File: config.mk
export PLATFORM = sky130hd
export DESIGN_NAME = return_address_stack_with_repeat_counter
export DESIGN_NICKNAME = d
export VERILOG_FILES = /design/src/sv/rasrc_pkg.sv /design/src/sv/rasrc_ram.sv /design/src/sv/return_address_stack_with_repeat_counter.sv
export SDC_FILE = /design/constraint.sdc
export NUM_CORES = 2
export LEC_CHECK = 0
export BUFFER_PORTS_ARGS = -buffer_cell sky130_fd_sc_hd__buf_2
export CAP_MARGIN = 10
export CORE_MARGIN = 8
export CORE_UTILIZATION = 56
export DETAILED_ROUTE_END_ITERATION = 7
export GPL_TIMING_DRIVEN = 1
export PLACE_DENSITY = 0.74
export SYNTH_ARGS = -nofsm -noshare
export SYNTH_HDL_FRONTEND = slang
export SYNTH_SLANG_ARGS = --single-unit
export TNS_END_PERCENT = 1
File: constraint.sdc
create_clock -name clk_i -period 8.6 [get_ports clk_i]
set_input_delay 0.43 -clock clk_i [delete_from_list [all_inputs] [get_ports clk_i]]
set_output_delay 0.43 -clock clk_i [all_outputs]
set_load 0.01 [all_outputs]
File: src/sv/rasrc_pkg.sv
package rasrc_pkg;

  // Stack geometry
  localparam int StackDepth = 16;
  localparam int CountWidth = 3;

  localparam int PtrW     = $clog2(StackDepth);
  localparam int RamAw    = PtrW + 1;          // {stack select, pointer}
  localparam int RamDepth = 2 ** RamAw;

  // Field widths on the stream ports
  localparam int AddrW     = 64;
  localparam int OpW       = 2;
  localparam int SizeW     = 4;
  localparam int PtrFieldW = 4;
  localparam int CntFieldW = 3;

  localparam int InFieldsW  = 3 + AddrW + SizeW + PtrFieldW + AddrW + CntFieldW;
  localparam int InDataW    = ((InFieldsW + 7) / 8) * 8;
  localparam int OutFieldsW = AddrW + PtrFieldW + CntFieldW;
  localparam int OutDataW   = ((OutFieldsW + 7) / 8) * 8;

  // Working widths wide enough for both the field and the internal value
  localparam int PtrExtW = (PtrW + 1 > PtrFieldW) ? PtrW + 1 : PtrFieldW;
  localparam int CntExtW = (CountWidth > CntFieldW) ? CountWidth : CntFieldW;

  localparam logic [AddrW-1:0]      ResetAddr = AddrW'(64'h8000_0000);
  localparam logic [CountWidth-1:0] MaxCount  = '1;
  localparam logic [PtrW-1:0]       LastPtr   = PtrW'(StackDepth - 1);

  typedef enum logic [OpW-1:0] {
    OP_PREDICT = 2'd0,
    OP_RECOVER = 2'd1,
    OP_COMMIT  = 2'd2
  } op_e;

  typedef enum logic {
    STK_SPEC   = 1'b0,
    STK_COMMIT = 1'b1
  } stack_e;

  typedef struct packed {
    logic [AddrW-1:0]      addr;
    logic [CountWidth-1:0] cnt;
  } entry_t;

  localparam entry_t ResetEntry = '{addr: ResetAddr, cnt: '0};

  // Input word layout, lowest field last
  typedef struct packed {
    logic [InDataW-InFieldsW-1:0] pad;
    logic [CntFieldW-1:0]         ckpt_top_count;
    logic [AddrW-1:0]             ckpt_top_addr;
    logic [PtrFieldW-1:0]         ckpt_pointer;
    logic [SizeW-1:0]             inst_size;
    logic [AddrW-1:0]             branch_pc;
    logic                         taken;
    logic                         is_return;
    logic                         is_call;
  } in_data_t;

  typedef struct packed {
    logic [OutDataW-OutFieldsW-1:0] pad;
    logic [CntFieldW-1:0]           snap_top_count;
    logic [PtrFieldW-1:0]           snap_pointer;
    logic [AddrW-1:0]               return_target;
  } out_data_t;

  function automatic logic [PtrW-1:0] ptr_inc(input logic [PtrW-1:0] p);
    return (p == LastPtr) ? '0 : PtrW'(p + 1'b1);
  endfunction

  function automatic logic [PtrW-1:0] ptr_dec(input logic [PtrW-1:0] p);
    return (p == '0) ? LastPtr : PtrW'(p - 1'b1);
  endfunction

  // Checkpoint pointer modulo the depth: a few compare and subtract steps
  function automatic logic [PtrW-1:0] ckpt_reduce(input logic [PtrFieldW-1:0] v);
    logic [PtrExtW-1:0] r;
    r = PtrExtW'(v);
    for (int k = 0; k < 8; k++) begin
      if (r >= PtrExtW'(StackDepth)) begin
        r = r - PtrExtW'(StackDepth);
      end
    end
    return r[PtrW-1:0];
  endfunction

endpackage

File: src/sv/rasrc_ram.sv
module rasrc_ram #(
  parameter  int Width = 8,
  parameter  int Depth = 16,
  localparam int Aw    = $clog2(Depth)
) (
  input  logic             clk_i,
  input  logic             we_i,
  input  logic [Aw-1:0]    waddr_i,
  input  logic [Width-1:0] wdata_i,
  input  logic             re_i,
  input  logic [Aw-1:0]    raddr_i,
  output logic [Width-1:0] rdata_o
);

  logic [Width-1:0] mem_q [Depth];
  logic [Width-1:0] rdata_q;

  always_ff @(posedge clk_i) begin
    if (we_i) begin
      mem_q[waddr_i] <= wdata_i;
    end
    if (re_i) begin
      rdata_q <= mem_q[raddr_i];
    end
  end

  assign rdata_o = rdata_q;

endmodule

File: src/sv/return_address_stack_with_repeat_counter.sv
// Return address stack with repeat counters, speculative and committed copies.
// The result word is registered; it loads in S_SNAP once the output is free.
// A new word is taken only in S_IDLE, after the snapshot read, checkpoint write
// on recover, and a read then write of the stack RAM for each push or pop.
// Reset (rst_ni low, asynchronous): both pointers to zero, every entry reads
// as address 0x80000000 with count zero until written; no clearing pass.
module return_address_stack_with_repeat_counter (
  input  logic                           clk_i,
  input  logic                           rst_ni,
  input  logic                           s_axis_tvalid,
  output logic                           s_axis_tready,
  // is_call, is_return, taken, branch_pc, inst_size, ckpt_pointer,
  // ckpt_top_addr, ckpt_top_count, zero fill
  input  logic [rasrc_pkg::InDataW-1:0]  s_axis_tdata,
  // operation
  input  logic [rasrc_pkg::OpW-1:0]      s_axis_tuser,
  output logic                           m_axis_tvalid,
  input  logic                           m_axis_tready,
  // return_target, snap_pointer, snap_top_count, zero fill
  output logic [rasrc_pkg::OutDataW-1:0] m_axis_tdata
);

  import rasrc_pkg::*;

  typedef enum logic [2:0] {
    S_IDLE,     // waiting for a word; snapshot read issued on accept
    S_SNAP,     // snapshot data back, hand it to the output register
    S_RESTORE,  // recover: write the checkpoint entry
    S_RD,       // read the top of the selected stack
    S_EX        // apply push or pop, write back
  } state_e;

  typedef enum logic [1:0] {
    PRIM_NONE,
    PRIM_PUSH,
    PRIM_POP
  } prim_e;

  state_e    state_q;
  in_data_t  in_w;
  op_e       in_op;
  logic      s_acc;

  // Per-word plan: optional checkpoint restore, then up to two stack steps
  stack_e    plan_sel;
  logic      plan_restore;
  prim_e     plan_slot0, plan_slot1;

  stack_e    sel_q;
  logic      restore_q;
  prim_e     slot0_q, slot1_q;
  logic      slot_q;

  logic [PtrW-1:0]       sp_q, cp_q;
  logic [AddrW-1:0]      ra_q;
  logic [PtrW-1:0]       ckpt_ptr_q;
  logic [AddrW-1:0]      ckpt_addr_q;
  logic [CountWidth-1:0] ckpt_cnt_q;
  logic [CntExtW-1:0]    ckpt_cnt_ext;

  // Valid bit per RAM entry stands in for the reset contents
  logic [RamDepth-1:0]   vld_q;
  logic                  rd_vld_q;

  logic                  ram_we, ram_re;
  logic [RamAw-1:0]      ram_waddr, ram_raddr;
  entry_t                ram_wdata;
  logic [$bits(entry_t)-1:0] ram_rdata;
  entry_t                rd_entry;

  logic [PtrW-1:0]       cur_ptr, ptr_nxt, ptr_prv, ex_ptr;
  prim_e                 cur_prim;
  logic                  push_hit;
  logic                  snap_load;

  logic                  out_valid_q;
  out_data_t             out_q;
  logic [PtrExtW-1:0]    snap_ptr_ext;
  logic [CntExtW-1:0]    snap_cnt_ext;

  assign in_w  = in_data_t'(s_axis_tdata);
  assign in_op = op_e'(s_axis_tuser);
  assign s_axis_tready = (state_q == S_IDLE);
  assign s_acc = s_axis_tvalid && s_axis_tready;

  assign ckpt_cnt_ext = CntExtW'(in_w.ckpt_top_count);

  // Decode the word into stack steps, in the order each operation wants
  always_comb begin
    plan_sel     = STK_SPEC;
    plan_restore = 1'b0;
    plan_slot0   = PRIM_NONE;
    plan_slot1   = PRIM_NONE;
    unique case (in_op)
      OP_PREDICT: begin
        plan_slot0 = in_w.is_call   ? PRIM_PUSH : PRIM_NONE;
        plan_slot1 = in_w.is_return ? PRIM_POP  : PRIM_NONE;
      end
      OP_RECOVER: begin
        // restore first, then pop before push
        plan_restore = 1'b1;
        plan_slot0   = (in_w.taken && in_w.is_return) ? PRIM_POP  : PRIM_NONE;
        plan_slot1   = (in_w.taken && in_w.is_call)   ? PRIM_PUSH : PRIM_NONE;
      end
      OP_COMMIT: begin
        plan_sel   = STK_COMMIT;
        plan_slot0 = (in_w.taken && in_w.is_call)   ? PRIM_PUSH : PRIM_NONE;
        plan_slot1 = (in_w.taken && in_w.is_return) ? PRIM_POP  : PRIM_NONE;
      end
      default: begin
        // unused code: result only, no state change
      end
    endcase
  end

  assign rd_entry = rd_vld_q ? entry_t'(ram_rdata) : ResetEntry;
  assign cur_ptr  = (sel_q == STK_COMMIT) ? cp_q : sp_q;
  assign cur_prim = slot_q ? slot1_q : slot0_q;
  assign ptr_nxt  = ptr_inc(cur_ptr);
  assign ptr_prv  = ptr_dec(cur_ptr);
  assign push_hit = (rd_entry.addr == ra_q) && (rd_entry.cnt != MaxCount);

  // Pointer after the current step
  always_comb begin
    ex_ptr = cur_ptr;
    unique case (cur_prim)
      PRIM_PUSH: ex_ptr = push_hit ? cur_ptr : ptr_nxt;
      PRIM_POP:  ex_ptr = (rd_entry.cnt != '0) ? cur_ptr : ptr_prv;
      default:   ex_ptr = cur_ptr;
    endcase
  end

  // RAM port control
  always_comb begin
    ram_re    = 1'b0;
    ram_raddr = {STK_SPEC, sp_q};
    ram_we    = 1'b0;
    ram_waddr = {sel_q, cur_ptr};
    ram_wdata = rd_entry;
    unique case (state_q)
      S_IDLE: begin
        ram_re    = s_axis_tvalid;
        ram_raddr = {STK_SPEC, sp_q};
      end
      S_RD: begin
        ram_re    = 1'b1;
        ram_raddr = {sel_q, cur_ptr};
      end
      S_RESTORE: begin
        ram_we    = 1'b1;
        ram_waddr = {STK_SPEC, ckpt_ptr_q};
        ram_wdata = '{addr: ckpt_addr_q, cnt: ckpt_cnt_q};
      end
      S_EX: begin
        unique case (cur_prim)
          PRIM_PUSH: begin
            ram_we = 1'b1;
            if (push_hit) begin
              // same address on top: bump the repeat count
              ram_wdata = '{addr: rd_entry.addr, cnt: CountWidth'(rd_entry.cnt + 1'b1)};
            end else begin
              ram_waddr = {sel_q, ptr_nxt};
              ram_wdata = '{addr: ra_q, cnt: '0};
            end
          end
          PRIM_POP: begin
            // non-zero count: drop it; otherwise only the pointer moves
            ram_we    = (rd_entry.cnt != '0);
            ram_wdata = '{addr: rd_entry.addr, cnt: CountWidth'(rd_entry.cnt - 1'b1)};
          end
          default: begin
          end
        endcase
      end
      default: begin
      end
    endcase
  end

  rasrc_ram #(
    .Width ($bits(entry_t)),
    .Depth (RamDepth)
  ) u_ram (
    .clk_i   (clk_i),
    .we_i    (ram_we),
    .waddr_i (ram_waddr),
    .wdata_i (ram_wdata),
    .re_i    (ram_re),
    .raddr_i (ram_raddr),
    .rdata_o (ram_rdata)
  );

  assign snap_load = (state_q == S_SNAP) && (!out_valid_q || m_axis_tready);

  // Sequencer, pointers, valid bits and output handshake
  always_ff @(posedge clk_i or negedge rst_ni) begin
    if (!rst_ni) begin
      state_q     <= S_IDLE;
      sp_q        <= '0;
      cp_q        <= '0;
      vld_q       <= '0;
      rd_vld_q    <= 1'b0;
      out_valid_q <= 1'b0;
      sel_q       <= STK_SPEC;
      restore_q   <= 1'b0;
      slot0_q     <= PRIM_NONE;
      slot1_q     <= PRIM_NONE;
      slot_q      <= 1'b0;
    end else begin
      if (ram_re) begin
        rd_vld_q <= vld_q[ram_raddr];
      end
      if (ram_we) begin
        vld_q[ram_waddr] <= 1'b1;
      end
      if (m_axis_tvalid && m_axis_tready) begin
        out_valid_q <= 1'b0;
      end

      unique case (state_q)
        S_IDLE: begin
          if (s_acc) begin
            sel_q     <= plan_sel;
            restore_q <= plan_restore;
            slot0_q   <= plan_slot0;
            slot1_q   <= plan_slot1;
            state_q   <= S_SNAP;
          end
        end
        S_SNAP: begin
          if (snap_load) begin
            out_valid_q <= 1'b1;
            priority if (restore_q) begin
              state_q <= S_RESTORE;
            end else if (slot0_q != PRIM_NONE) begin
              slot_q  <= 1'b0;
              state_q <= S_RD;
            end else if (slot1_q != PRIM_NONE) begin
              slot_q  <= 1'b1;
              state_q <= S_RD;
            end else begin
              state_q <= S_IDLE;
            end
          end
        end
        S_RESTORE: begin
          sp_q <= ckpt_ptr_q;
          priority if (slot0_q != PRIM_NONE) begin
            slot_q  <= 1'b0;
            state_q <= S_RD;
          end else if (slot1_q != PRIM_NONE) begin
            slot_q  <= 1'b1;
            state_q <= S_RD;
          end else begin
            state_q <= S_IDLE;
          end
        end
        S_RD: begin
          state_q <= S_EX;
        end
        S_EX: begin
          if (sel_q == STK_COMMIT) begin
            cp_q <= ex_ptr;
          end else begin
            sp_q <= ex_ptr;
          end
          if (!slot_q && (slot1_q != PRIM_NONE)) begin
            slot_q  <= 1'b1;
            state_q <= S_RD;
          end else begin
            state_q <= S_IDLE;
          end
        end
        default: begin
          state_q <= S_IDLE;
        end
      endcase
    end
  end

  assign snap_ptr_ext = PtrExtW'(sp_q);
  assign snap_cnt_ext = CntExtW'(rd_entry.cnt);

  // Word payload and result register
  always_ff @(posedge clk_i) begin
    if (s_acc) begin
      ra_q        <= in_w.branch_pc + AddrW'(in_w.inst_size);
      ckpt_ptr_q  <= ckpt_reduce(in_w.ckpt_pointer);
      ckpt_addr_q <= in_w.ckpt_top_addr;
      ckpt_cnt_q  <= ckpt_cnt_ext[CountWidth-1:0];
    end
    if (snap_load) begin
      out_q.pad            <= '0;
      out_q.return_target  <= rd_entry.addr;
      out_q.snap_pointer   <= snap_ptr_ext[PtrFieldW-1:0];
      out_q.snap_top_count <= snap_cnt_ext[CntFieldW-1:0];
    end
  end

  assign m_axis_tvalid = out_valid_q;
  assign m_axis_tdata  = out_q;

endmodule

==> metrics.cfg <==
[hold_path]
worstHoldStart=s_axis_tdata[7]
min_path_cells=3
whs_endpoint=ra_q[5]$_DFFE_PP_
hold_class=in2reg

[power]
p_total_w=0.0382
ir_drop_mv=0.306
power_density_mw_per_mm2=343
power.leakage_nw=36.0

[layout]
area_delta_synth_final_pct=13.7
finalNonFillerCells=7829
seq_area_mm2=0.0739
nFillCells=11311
drive_above_1_share=0.256
fin_nets=5462
multi_input_area_mm2=0.0231

[synthesis]
synth-edff-count=2417
ys_types=68
synth_area_leaders=edfxtp_1 (74%), mux4_2 (12%), mux2_2 (1.6%)
avgSynthCellArea_um2=20.2
seq_area_frac_synth=0.754
synth_area_leader_cell=edfxtp_1
synth_common_cells=edfxtp_1 (2417), mux4_2 (544), mux2i_1 (150), nor2_1 (144), mux2_2 (141)
synthMostInstantiatedCell=edfxtp_1
ys_seq_elements=2469
synth.cell_area_mm2=0.0980
syn_inst=4845
ys_async_sr_fraction=0.0211
syn_nets=5008
yosys_warnings=0
synth_ff_type=edfxtp_1
yosysTopAreaCellShare=0.740

[global_routing]
first_global_vias=52150
grt_overflow=0
groute.usage.overall=0.270
grt_first_pass_wirelength_mm=366
grt_max_degree=163
antenna_found_initial=8

[drt]
drt.antenna.violating_nets=0
wire_per_inst_um=32.9
detail_route.wirelength_mm=258
drt_iter0_drc=7351
drc=0
firstDrtPassIters=6
vias=51745
viasPerCell=6.61

[cts]
cts_hold_buf=145
ctsResizeCount=0
cts_buffers=230
insertion_delay_ps=870
clockBufferDepth=3
cts_tree=done
htreeDepth=4
post_cts_buffers=0
clock_sinks=2469
clkTransAtPathRegs_ps=60
cts_root_buf=clkbuf_16

[die]
ios=224
dieArea_mm2=0.189
die_h_um=434
initial_core_util=0.564
die_w_um=434
fp-row-count=153
core_mm2=0.174

[timing]
worst_slew_pin_slew_ps=1160
setup_viol=0
fmax_mhz=146
period_share=0.794
slew_viol_final=0
maxSlewHeadroom=0.227
setup_ws_ps=1770
rsz0062_at_grt=no
fin_skew_ps=37.9
holdWs_ps=59.1
hold_viol=0
tns_ps=0
post-route-min-period_ps=6830

[setup_path]
slowest_stage=or4b_1
r2r_end=u_ram.mem_q[6][41]$_DFFE_PP_
arrival_ps=7290
critical_path_buf_inv_count=2
cp-start-kind=register
critPathKind=reg2reg
worst_r2r_path_depth=10
timing.critical_path.cells=buf_12 -> nand2b_1 -> nor3_1 -> o22ai_1 -> or4_1 -> nor4_4 -> mux2_2 -> or4b_1 -> nor3_2 -> buf_4
cp.required_ps=9060
worstReg2RegStart=rd_vld_q$_DFFE_PN0P_
cp_max_fo=109
cp_top_family=simple AND/OR/NAND/NOR gates
setup.worst_path.end_class=register
cpPeakStageDelay_ps=930
ff2ff_setup_slack_ps=1770

[placed_design]
dp.cells=7247
io_buffers=220
dpl.hpwl_mm=136
gp_congestion=0.861
pre_cts_ws_ps=2060

[status]
outcome=finished, final reports clean

[run]
drv_cap=0

cell families (layout without fill, tap and decap cells):
kind of cell,Yosys count,after routing,share of synthesized area
buffers and inverters,321,966,0.0131
muxes,835,835,0.156
adders and majority gates,13,13,0.00174
xor gates and xnor gates,95,95,0.00849
DFF,2469,2469,0.754
AOI/OAI and AO/OA,485,485,0.0337
and+or+nand+nor,626,626,0.0329
other,1,15,0.0000383
cells in the final DEF (no fill, tap or decap), drive strengths merged, types with 30 or more instances in the layout:
cell type       n
and2          133
clkinv        102
a21oi          97
mux2i         150
a221o          64
o21ai         116
dlygate4sd3   145
clkbuf        276
xnor2          61
nand4          30
inv            68
buf           339
dfrtp          52
o31ai          33
nand2         138
edfxtp       2417
nor3           55
xor2           34
nor2          144
mux4          544
o211ai         68
mux2          141
nand3          37
worst register-to-register path: stages (launching register included):
cell	delay, ps
dfrtp_4	830
buf_12	500
nand2b_1	360
nor3_1	530
o22ai_1	170
or4_1	550
nor4_4	870
mux2_2	430
or4b_1	930
nor3_2	310
buf_4	870
per-layer routing:
| metal | up-vias | share of wire | GRT usage |
|---|---|---|---|
| met5 | - | 0.00010 | 0 |
| met4 | 4 | 0.073 | 0.165 |
| met3 | 656 | 0.096 | 0.0487 |
| met2 | 3344 | 0.48 | 0.432 |
| met1 | 26809 | 0.35 | 0.349 |
| li1 | 20932 | - | - |
flip-flops by register name, indices dropped and copies added, names as in the netlist:
signal,cells
ckpt_addr_q,64
ckpt_cnt_q,3
ckpt_ptr_q,4
cp_q,4
m_axis_tdata,71
m_axis_tvalid,1
ra_q,64
rd_vld_q,1
restore_q,1
sel_q,1
slot0_q,2
slot1_q,2
slot_q,1
sp_q,4
state_q,3
u_ram.mem_q,2144
u_ram.rdata_o,67
vld_q,32
report_power, final:
group | leakage [nW] | switching [W] | total (W) | internal, W
logic | 9.52 | 0.00686 | 0.0114 | 0.00456
registers | 22.8 | 0.000791 | 0.0168 | 0.0160
clock network | 3.60 | 0.00439 | 0.0100 | 0.00564
total | 36.0 | 0.0120 | 0.0382 | 0.0262
worst max path at each step:
stage | start | end | slack (ps) | cells after the start
after CTS | rd_vld_q$_DFFE_PN0P_ | u_ram.mem_q[6][28]$_DFFE_PP_ | 2020 | 10
final | rd_vld_q$_DFFE_PN0P_ | u_ram.mem_q[6][41]$_DFFE_PP_ | 1770 | 10
after floorplan | rd_vld_q$_DFFE_PN0P_ | u_ram.mem_q[10][0]$_DFFE_PP_ | 180 | 18
after global routing | rd_vld_q$_DFFE_PN0P_ | u_ram.mem_q[6][41]$_DFFE_PP_ | 1780 | 10
after global placement | rd_vld_q$_DFFE_PN0P_ | u_ram.mem_q[6][32]$_DFFE_PP_ | 2100 | 10
after detailed placement | rd_vld_q$_DFFE_PN0P_ | u_ram.mem_q[6][28]$_DFFE_PP_ | 2060 | 10
cell type report:
| type | count | share of cell area |
|---|---|---|
| Multi-Input combinational cell | 2055 | 0.207 |
| Antenna cell | 14 | 0.000314 |
| Sequential cell | 2469 | 0.663 |
| Tap cell | 2325 | 0.0261 |
| Inverter | 59 | 0.00205 |
| Timing Repair Buffer | 484 | 0.0346 |
| Clock buffer | 276 | 0.0539 |
| Clock inverter | 147 | 0.0127 |
stage by stage:
stage	instance area, µm²	util
floorplan	98000	-
global placement	103000	0.590
detailed placement	103000	0.590
CTS	111000	0.641
global route	111000	0.641
finish	111000	0.641
(Power assumes the default switching activity.)
